--- src/rtl/core/radix64_stream_encoder_macros.svh ---
// Assertion macros shared by the radix64 stream encoder RTL.
// No dependencies; define ASSERT_OFF to compile the checks away.
`ifndef RADIX64_STREAM_ENCODER_MACROS_SVH
`define RADIX64_STREAM_ENCODER_MACROS_SVH

`ifndef ASSERT_OFF

// prop must hold at every clock edge outside reset
`define R64_ASSERT(lbl, clk, rstn, prop) \
	lbl: assert property (@(posedge clk) disable iff (!rstn) prop) \
		else $error("radix64 encoder assertion failed");

// expr must never be true outside reset
`define R64_NEVER(lbl, clk, rstn, expr) \
	lbl: assert property (@(posedge clk) disable iff (!rstn) !(expr)) \
		else $error("radix64 encoder forbidden condition");

`else

`define R64_ASSERT(lbl, clk, rstn, prop)

`define R64_NEVER(lbl, clk, rstn, expr)

`endif

`endif

--- src/rtl/core/r64enc_pkg.sv ---
// Shared types, constants and the symbol alphabet for the radix64 encoder.
// No dependencies.
package r64enc_pkg;

	localparam int LINE_CHARS = 64;
	// line length kept within 2..127 so one byte never needs more than three words
	localparam int LINE_LIMIT = (LINE_CHARS < 2) ? 2 : ((LINE_CHARS > 127) ? 127 : LINE_CHARS);
	localparam int COL_W      = 7;

	localparam int QDEPTH  = 4;
	localparam int QPTR_W  = $clog2(QDEPTH);
	localparam int QCNT_W  = $clog2(QDEPTH + 1);

	localparam logic [7:0] NEWLINE_CHAR = 8'd10;

	// one symbol job from front to back
	typedef struct packed {
		logic [5:0] grp;
		logic       run_end;
		logic       stream_end;
	} job_t;

	function automatic logic [7:0] sym_char(input logic [5:0] g);
		logic [7:0] c;
		if (g < 6'd26)
			c = 8'd65 + {2'b0, g};
		else if (g < 6'd52)
			c = 8'd97 + {2'b0, g} - 8'd26;
		else if (g < 6'd62)
			c = 8'd48 + {2'b0, g} - 8'd52;
		else if (g == 6'd62)
			c = 8'd95;
		else
			c = 8'd58;
		return c;
	endfunction

endpackage

--- src/rtl/core/radix64_stream_encoder.sv ---
// radix64_stream_encoder: bytes in, 6-bit symbols of a 64-character alphabet out.
// A byte's first character goes through the job queue and then the output register.
// A byte per cycle while the queue has room; a two-symbol byte stalls input until its
// second job is queued. Output: a character per cycle unless stalled; newlines extra.
// Reset (arst_n low, asynchronous) clears bit buffer, queue, line column and output.
// Depends on r64enc_pkg, r64enc_front, r64enc_queue, r64enc_back.
module radix64_stream_encoder (
	input  logic       clk,
	input  logic       arst_n,
	input  logic       in_valid,
	output logic       in_stall,
	input  logic [7:0] data_byte,
	input  logic       final_byte,
	output logic       out_valid,
	input  logic       out_stall,
	output logic [7:0] out_char,
	output logic       run_end,
	output logic       stream_end
);
	import r64enc_pkg::*;

	logic push;
	job_t push_job;
	logic q_full;
	logic q_nonempty;
	job_t q_head;
	logic pop;

	r64enc_front u_front (
		.clk        (clk),
		.arst_n     (arst_n),
		.in_valid   (in_valid),
		.in_stall   (in_stall),
		.data_byte  (data_byte),
		.final_byte (final_byte),
		.q_full     (q_full),
		.push       (push),
		.push_job   (push_job)
	);

	r64enc_queue u_queue (
		.clk      (clk),
		.arst_n   (arst_n),
		.push     (push),
		.push_job (push_job),
		.full     (q_full),
		.pop      (pop),
		.nonempty (q_nonempty),
		.head     (q_head)
	);

	r64enc_back u_back (
		.clk        (clk),
		.arst_n     (arst_n),
		.nonempty   (q_nonempty),
		.head       (q_head),
		.pop        (pop),
		.out_valid  (out_valid),
		.out_stall  (out_stall),
		.out_char   (out_char),
		.run_end    (run_end),
		.stream_end (stream_end)
	);

endmodule

--- src/rtl/core/r64enc_front.sv ---
// Front end: accepts bytes, keeps the bit buffer and splits bits into symbol jobs.
// Depends on r64enc_pkg and the assertion macro header.
`include "radix64_stream_encoder_macros.svh"

module r64enc_front (
	input  logic              clk,
	input  logic              arst_n,
	input  logic              in_valid,
	output logic              in_stall,
	input  logic [7:0]        data_byte,
	input  logic              final_byte,
	input  logic              q_full,
	output logic              push,
	output r64enc_pkg::job_t  push_job
);
	import r64enc_pkg::*;

	logic [5:0]  buf_q;
	logic [2:0]  cnt_q;
	logic        pend_q;
	job_t        pend_job_q;
	logic        accept;
	logic [11:0] acc;
	logic        second;

	assign in_stall = pend_q | q_full;
	assign accept   = in_valid & ~in_stall;
	assign acc      = {6'b0, buf_q} | ({4'b0, data_byte} << cnt_q);
	// a second symbol follows when six bits remain, or to flush on the last byte
	assign second   = (cnt_q == 3'd4) || final_byte;
	assign push     = accept | (pend_q & ~q_full);

	always_comb begin
		if (accept) begin
			push_job.grp        = acc[5:0];
			push_job.run_end    = ~second;
			push_job.stream_end = 1'b0;
		end else begin
			push_job = pend_job_q;
		end
	end

	always_ff @(posedge clk or negedge arst_n) begin
		if (!arst_n) begin
			buf_q  <= '0;
			cnt_q  <= '0;
			pend_q <= 1'b0;
		end else if (accept) begin
			pend_q <= second;
			if (final_byte || cnt_q == 3'd4) begin
				buf_q <= '0;
				cnt_q <= '0;
			end else begin
				buf_q <= acc[11:6];
				cnt_q <= cnt_q + 3'd2;
			end
		end else if (pend_q && !q_full) begin
			pend_q <= 1'b0;
		end
	end

	always_ff @(posedge clk) begin
		if (accept) begin
			pend_job_q.grp        <= acc[11:6];
			pend_job_q.run_end    <= 1'b1;
			pend_job_q.stream_end <= final_byte;
		end
	end

	`R64_ASSERT(second_queued, clk, arst_n, accept && second |=> pend_q)
	`R64_NEVER(odd_count, clk, arst_n, cnt_q[0] || cnt_q > 3'd4)
	`R64_NEVER(stale_bits, clk, arst_n, cnt_q == 3'd0 && buf_q != 6'd0)

endmodule

--- src/rtl/core/r64enc_queue.sv ---
// Short job queue between the front and back ends.
// Depends on r64enc_pkg and the assertion macro header.
`include "radix64_stream_encoder_macros.svh"

module r64enc_queue (
	input  logic              clk,
	input  logic              arst_n,
	input  logic              push,
	input  r64enc_pkg::job_t  push_job,
	output logic              full,
	input  logic              pop,
	output logic              nonempty,
	output r64enc_pkg::job_t  head
);
	import r64enc_pkg::*;

	job_t              mem_q [QDEPTH];
	logic [QPTR_W-1:0] wr_q;
	logic [QPTR_W-1:0] rd_q;
	logic [QCNT_W-1:0] cnt_q;

	assign full     = (cnt_q == QCNT_W'(QDEPTH));
	assign nonempty = (cnt_q != '0);
	assign head     = mem_q[rd_q];

	always_ff @(posedge clk) begin
		if (push)
			mem_q[wr_q] <= push_job;
	end

	always_ff @(posedge clk or negedge arst_n) begin
		if (!arst_n) begin
			wr_q  <= '0;
			rd_q  <= '0;
			cnt_q <= '0;
		end else begin
			if (push)
				wr_q <= wr_q + 1'b1;
			if (pop)
				rd_q <= rd_q + 1'b1;
			if (push && !pop)
				cnt_q <= cnt_q + 1'b1;
			else if (pop && !push)
				cnt_q <= cnt_q - 1'b1;
		end
	end

	`R64_NEVER(q_overflow, clk, arst_n, push && full)
	`R64_NEVER(q_underflow, clk, arst_n, pop && !nonempty)
	`R64_NEVER(q_count_range, clk, arst_n, cnt_q > QCNT_W'(QDEPTH))

endmodule

--- src/rtl/core/r64enc_back.sv ---
// Back end: maps jobs to characters, inserts newlines, holds the output register.
// Depends on r64enc_pkg and the assertion macro header.
`include "radix64_stream_encoder_macros.svh"

module r64enc_back (
	input  logic              clk,
	input  logic              arst_n,
	input  logic              nonempty,
	input  r64enc_pkg::job_t  head,
	output logic              pop,
	output logic              out_valid,
	input  logic              out_stall,
	output logic [7:0]        out_char,
	output logic              run_end,
	output logic              stream_end
);
	import r64enc_pkg::*;

	logic             out_valid_q;
	logic [7:0]       char_q;
	logic             run_end_q;
	logic             stream_end_q;
	logic [COL_W-1:0] col_q;
	logic             load;
	logic             line_full;

	assign load      = nonempty & (~out_valid_q | ~out_stall);
	assign line_full = (col_q >= COL_W'(LINE_LIMIT));
	// a newline word leaves the job at the head for the next load
	assign pop       = load & ~line_full;

	assign out_valid  = out_valid_q;
	assign out_char   = char_q;
	assign run_end    = run_end_q;
	assign stream_end = stream_end_q;

	always_ff @(posedge clk or negedge arst_n) begin
		if (!arst_n) begin
			out_valid_q <= 1'b0;
			col_q       <= '0;
		end else begin
			if (load)
				out_valid_q <= 1'b1;
			else if (!out_stall)
				out_valid_q <= 1'b0;
			if (load) begin
				if (line_full)
					col_q <= '0;
				else if (head.stream_end)
					col_q <= '0;
				else
					col_q <= col_q + 1'b1;
			end
		end
	end

	always_ff @(posedge clk) begin
		if (load) begin
			if (line_full) begin
				char_q       <= NEWLINE_CHAR;
				run_end_q    <= 1'b0;
				stream_end_q <= 1'b0;
			end else begin
				char_q       <= sym_char(head.grp);
				run_end_q    <= head.run_end;
				stream_end_q <= head.stream_end;
			end
		end
	end

	`R64_NEVER(col_range, clk, arst_n, col_q > COL_W'(LINE_LIMIT))
	`R64_ASSERT(newline_plain, clk, arst_n,
		load && line_full |=> !run_end_q && !stream_end_q)
	`R64_ASSERT(newline_resets_col, clk, arst_n, load && line_full |=> col_q == '0)

endmodule

--- config.mk ---
export PLATFORM = sky130hd
export DESIGN_NAME = radix64_stream_encoder
export DESIGN_NICKNAME = d
export VERILOG_FILES = /design/src/rtl/core/r64enc_pkg.sv /design/src/rtl/core/radix64_stream_encoder.sv /design/src/rtl/core/r64enc_front.sv /design/src/rtl/core/r64enc_queue.sv /design/src/rtl/core/r64enc_back.sv
export VERILOG_INCLUDE_DIRS = /design/src /design/src/rtl/core
export SDC_FILE = /design/constraint.sdc
export NUM_CORES = 1
export LEC_CHECK = 0
export BUFFER_PORTS_ARGS = -buffer_cell sky130_fd_sc_hd__buf_2
export CAP_MARGIN = 20
export CORE_MARGIN = 8
export CORE_UTILIZATION = 55
export CTS_BUF_LIST = sky130_fd_sc_hd__clkbuf_8
export DETAILED_ROUTE_END_ITERATION = 10
export GPL_TIMING_DRIVEN = 0
export PLACE_DENSITY = 0.71
export SLEW_MARGIN = 10
export SYNTH_ARGS = -nofsm -noshare
export SYNTH_HDL_FRONTEND = slang
export SYNTH_SLANG_ARGS = --single-unit
export TNS_END_PERCENT = 5
--- constraint.sdc ---
create_clock -name clk -period 3.4 [get_ports clk]
set_input_delay 0.17 -clock clk [delete_from_list [all_inputs] [get_ports clk]]
set_output_delay 0.17 -clock clk [all_outputs]
set_load 0.05 [all_outputs]
==> results.md <==
- Outcome: completed
- Post-placement cell count: 400
- FMAX: about 0.37 GHz
- Final setup vio count: 0
- HP Class: in -> reg
- GRT met2 Usage: 0.2276
- RSZ-0062 raised after global routing: false
- Leakage: between 1.5 and 2 nW
- WL final: 6346 µm
- Synth Area in Compound Gates: 0.1113
- GRT overflow: 0
- Vert. Die Dim: around 100 µm
- Synth-to-layout area growth: 10.75%
- Antenna Violating Nets Remaining: 0
- Syn avg cell area: 12.26 µm²
- Final antenna diode count: 0
- Critical-path top delay cell: mux4_2
- Post-synth EDFFs: approximately 50
- Pin count of the biggest net entering global routing: 25
- Initial antenna violation count: 0
- Gr busiest metal: met2
- Worst Tran Pin Value: 0.7391 ns
- TritonCTS Buffers: 9
- Final Cell Area: 4060 µm²
- Drt pass-1 iters: 5
- Global-route wire length before repair: approximately 11000 µm
- Reg2reg setup slack: 0.71 ns
- CP Data Arrival Time: 2.77 ns
- Maxcap violations: 0
- CP Data Required Time: ~3.5 ns
- VDD IR-drop max: 0.6975 mV
- Fraction of layout cells with a size suffix above 1: 0.1794
- Post-Syn Instances: between 200 and 300
- Non-Filler Instances: between 400 and 500
- DP HPWL: about 4600 µm
- WL/cell: 15.22 µm
- Clock Pin Slew Worst Setup and Hold Paths: 0.07 ns
- Crit-path max FO: 10
- Internal power: 2.495 mW
- Final RePlAce weighted congestion: between 0.8 and 0.9
- Crit start category: flip-flop
- Clock Skew: 0.01275 ns
- H-Tree Depth: 3
- Cell Chain, Critical Path: buf_6, mux4_2, ha_1, and2_2, a221oi_2, buf_4, a211oi_1, o311a_1
- XOR/XNOR share of the synthesized area: 0.02628
- Comb pwr share: 0.511
- Cell Area, Synth: 3666 µm²
- Pwr per Cell Area: 1050 nW/µm²
- Adder-cell share of the synthesized area: 0.06348
- Slew Limit Fails: 0
- Syn nets: 330
- CTS tree: built
- Vias per cell: 5.619
- WS Path Type: reg -> reg
- Final Hold Violating Endpoints: 0
- Die Area: 9534 µm²
- Post-synth top area cell: edfxtp_1
- Placed instance area: around 3900 µm²
- Clock Sinks: 73
- DRC viols: 0
- Main combinational cell family by area after synthesis: simple AND/OR/NAND/NOR gates
- Ranking of synthesized cells by area: edfxtp_1 40%, dfrtp_1 16%, ha_1 5.8%
- Slowest stage delay, CP: 0.61 ns
- Share of flip-flops with an asynchronous set or reset: 0.3288
- Die width: 97.64 µm
- Clock share of power: 0.133
- Tmin final: 2.691 ns
- Mux contribution to synthesized area: 0.07850
- Relative slew slack: 0.5073
- Switching portion of total power: 0.4149
- Worst-case clock buffer depth: 2
- Root Buffer Master: clkbuf_8
- TNS Setup: 0 ns
- Yosys warnings: 0
- Worst setup EP type: flip-flop
- # IOs: 25
- Row count: 29
- NetSw: approximately 1.8 mW
- GR Util met3: 0.04908
- Vias in the first global route: 2326
- Synth top area share: 0.4014
- Seq/Total Area, Yosys: 0.5652
- Synthesized-area fraction occupied by and/or/nand/nor cells: 0.1164
- WHS: ~0.040 ns
- GRT Util Overall: 0.1388
- Crit share post-route: 0.7916
- Synth cell types: 47
- Post-synthesis register bit count: 73
- GR Util met1: 0.1539
- Port bufs: 24
- Initial Utilization: 0.5741
- Seq pwr share: 0.355
- DR vias: roughly 2300
- First-iteration detailed-routing DRC count: 73
- Top FF cell, synth: edfxtp_1
- Fin nets: between 300 and 400
- Worst skew pair latency: between 0.3 and 0.4 ns
- CORE AREA: 6386 µm²
-- logic make-up after synthesis --
group,Yosys count
AOI/OAI and AO/OA,59
adders and majority gates,18
buffers and inverters,31
xor gates and xnor gates,11
and+or+nand+nor,89
DFF,73
muxes,18
-- critical path, delay by kind of cell (launching register included) --
kind | cells | cell delay, ns
buf+inv | 2 | 0.39
simple gates | 1 | 0.21
compound gates | 3 | 0.62
mux | 1 | 0.61
flops | 1 | 0.34
fa+ha+maj | 1 | 0.25
-- routing by layer --
metal  share of wire  vias to the layer above
met4           0.016                        0
li1                -                     1157
met3           0.061                       10
met1            0.43                     1112
met5               0                        -
met2            0.49                       64
-- Yosys cell counts (all sizes together) (4+ instances only) --
master,instances
edfxtp,49
dfrtp,24
mux4,8
nand3,12
a311oi,5
xor2,4
o21ai,24
clkbuf,7
a21oi,9
buf,5
nor2,20
mux2i,7
and2,10
inv,19
nand2,34
nor3,4
ha,17
xnor2,7
-- cell usage in the layout (no fill, tap or decap), types with 4 or more instances in the layout --
cell type / count
nand3_1: 11
nand2_1: 34
ha_1: 17
and2_1: 9
mux2i_1: 7
xor2_1: 4
dfrtp_1: 24
xnor2_1: 7
o21ai_1: 4
nor2_1: 20
buf_2: 24
a311oi_1: 5
o21ai_0: 20
mux4_2: 7
clkbuf_8: 10
a21oi_1: 8
edfxtp_1: 49
clkbuf_1: 7
inv_1: 22
-- per-stage QoR --
| stage | utilization | setup WS [ns] | power (mW) |
|---|---|---|---|
| floorplan | - | 0.9029 | 3.276 |
| global placement | 0.6080 | 0.7415 | 3.672 |
| detailed placement | 0.6080 | 0.7252 | 3.729 |
| CTS | 0.6358 | 0.7057 | 4.306 |
| global route | 0.6358 | 0.6128 | 4.572 |
| finish | 0.6358 | 0.7087 | 4.264 |
-- state kept, by name (all words and copies together), names as in the netlist --
signal	count
u_queue.cnt_q	3
u_queue.mem_q	32
u_front.pend_job_q	7
u_back.stream_end	1
u_queue.rd_q	2
u_back.col_q	7
u_back.out_char	8
u_front.buf_q	6
u_back.run_end	1
u_front.cnt_q	2
u_front.pend_q	1
u_queue.wr_q	2
u_back.out_valid	1
-- final cells by class --
cell class	count	area (µm²)
Clock buffer	10	137.6
Fill cell	502	2326
Multi-Input combinational cell	195	1451
Clock inverter	6	30.03
Tap cell	77	96.34
Inverter	19	71.32
Buffer	12	71.32
Timing Repair Buffer	25	130.1
Sequential cell	73	2072
-- power by group through the flow --
stage          Clock (mW)  Combinational, mW  Sequential (mW)
6_report            0.569               2.18             1.51
5_1_grt             0.619               2.40             1.55
4_1_cts             0.586               2.20             1.52
3_5_place_dp            0               2.19             1.54
3_3_place_gp            0               2.15             1.52
2_1_floorplan           0               1.54             1.74
-- final timing paths --
| check | start | end | depth (start not counted) |
|---|---|---|---|
| min in group asynchronous | arst_n | u_back.col_q[4] | 2 |
| worst min-delay path | final_byte | u_front.pend_job_q[0] | 1 |
| worst max-delay path | u_queue.rd_q[0] | u_back.out_char[4] | 8 |
| max in group asynchronous | arst_n | u_front.buf_q[4] | 2 |
| worst max register to register | u_queue.rd_q[0] | u_back.out_char[4] | 8 |
| worst min register to register | u_front.buf_q[3] | u_front.buf_q[3] | 2 |
-- timing repair --
item	in CTS	in global routing
resized for setup	0	0
hold buffers	1	0
endpoints found under the hold margin	24	0
setup buffers	0	0
(Power assumes the default switching activity.)
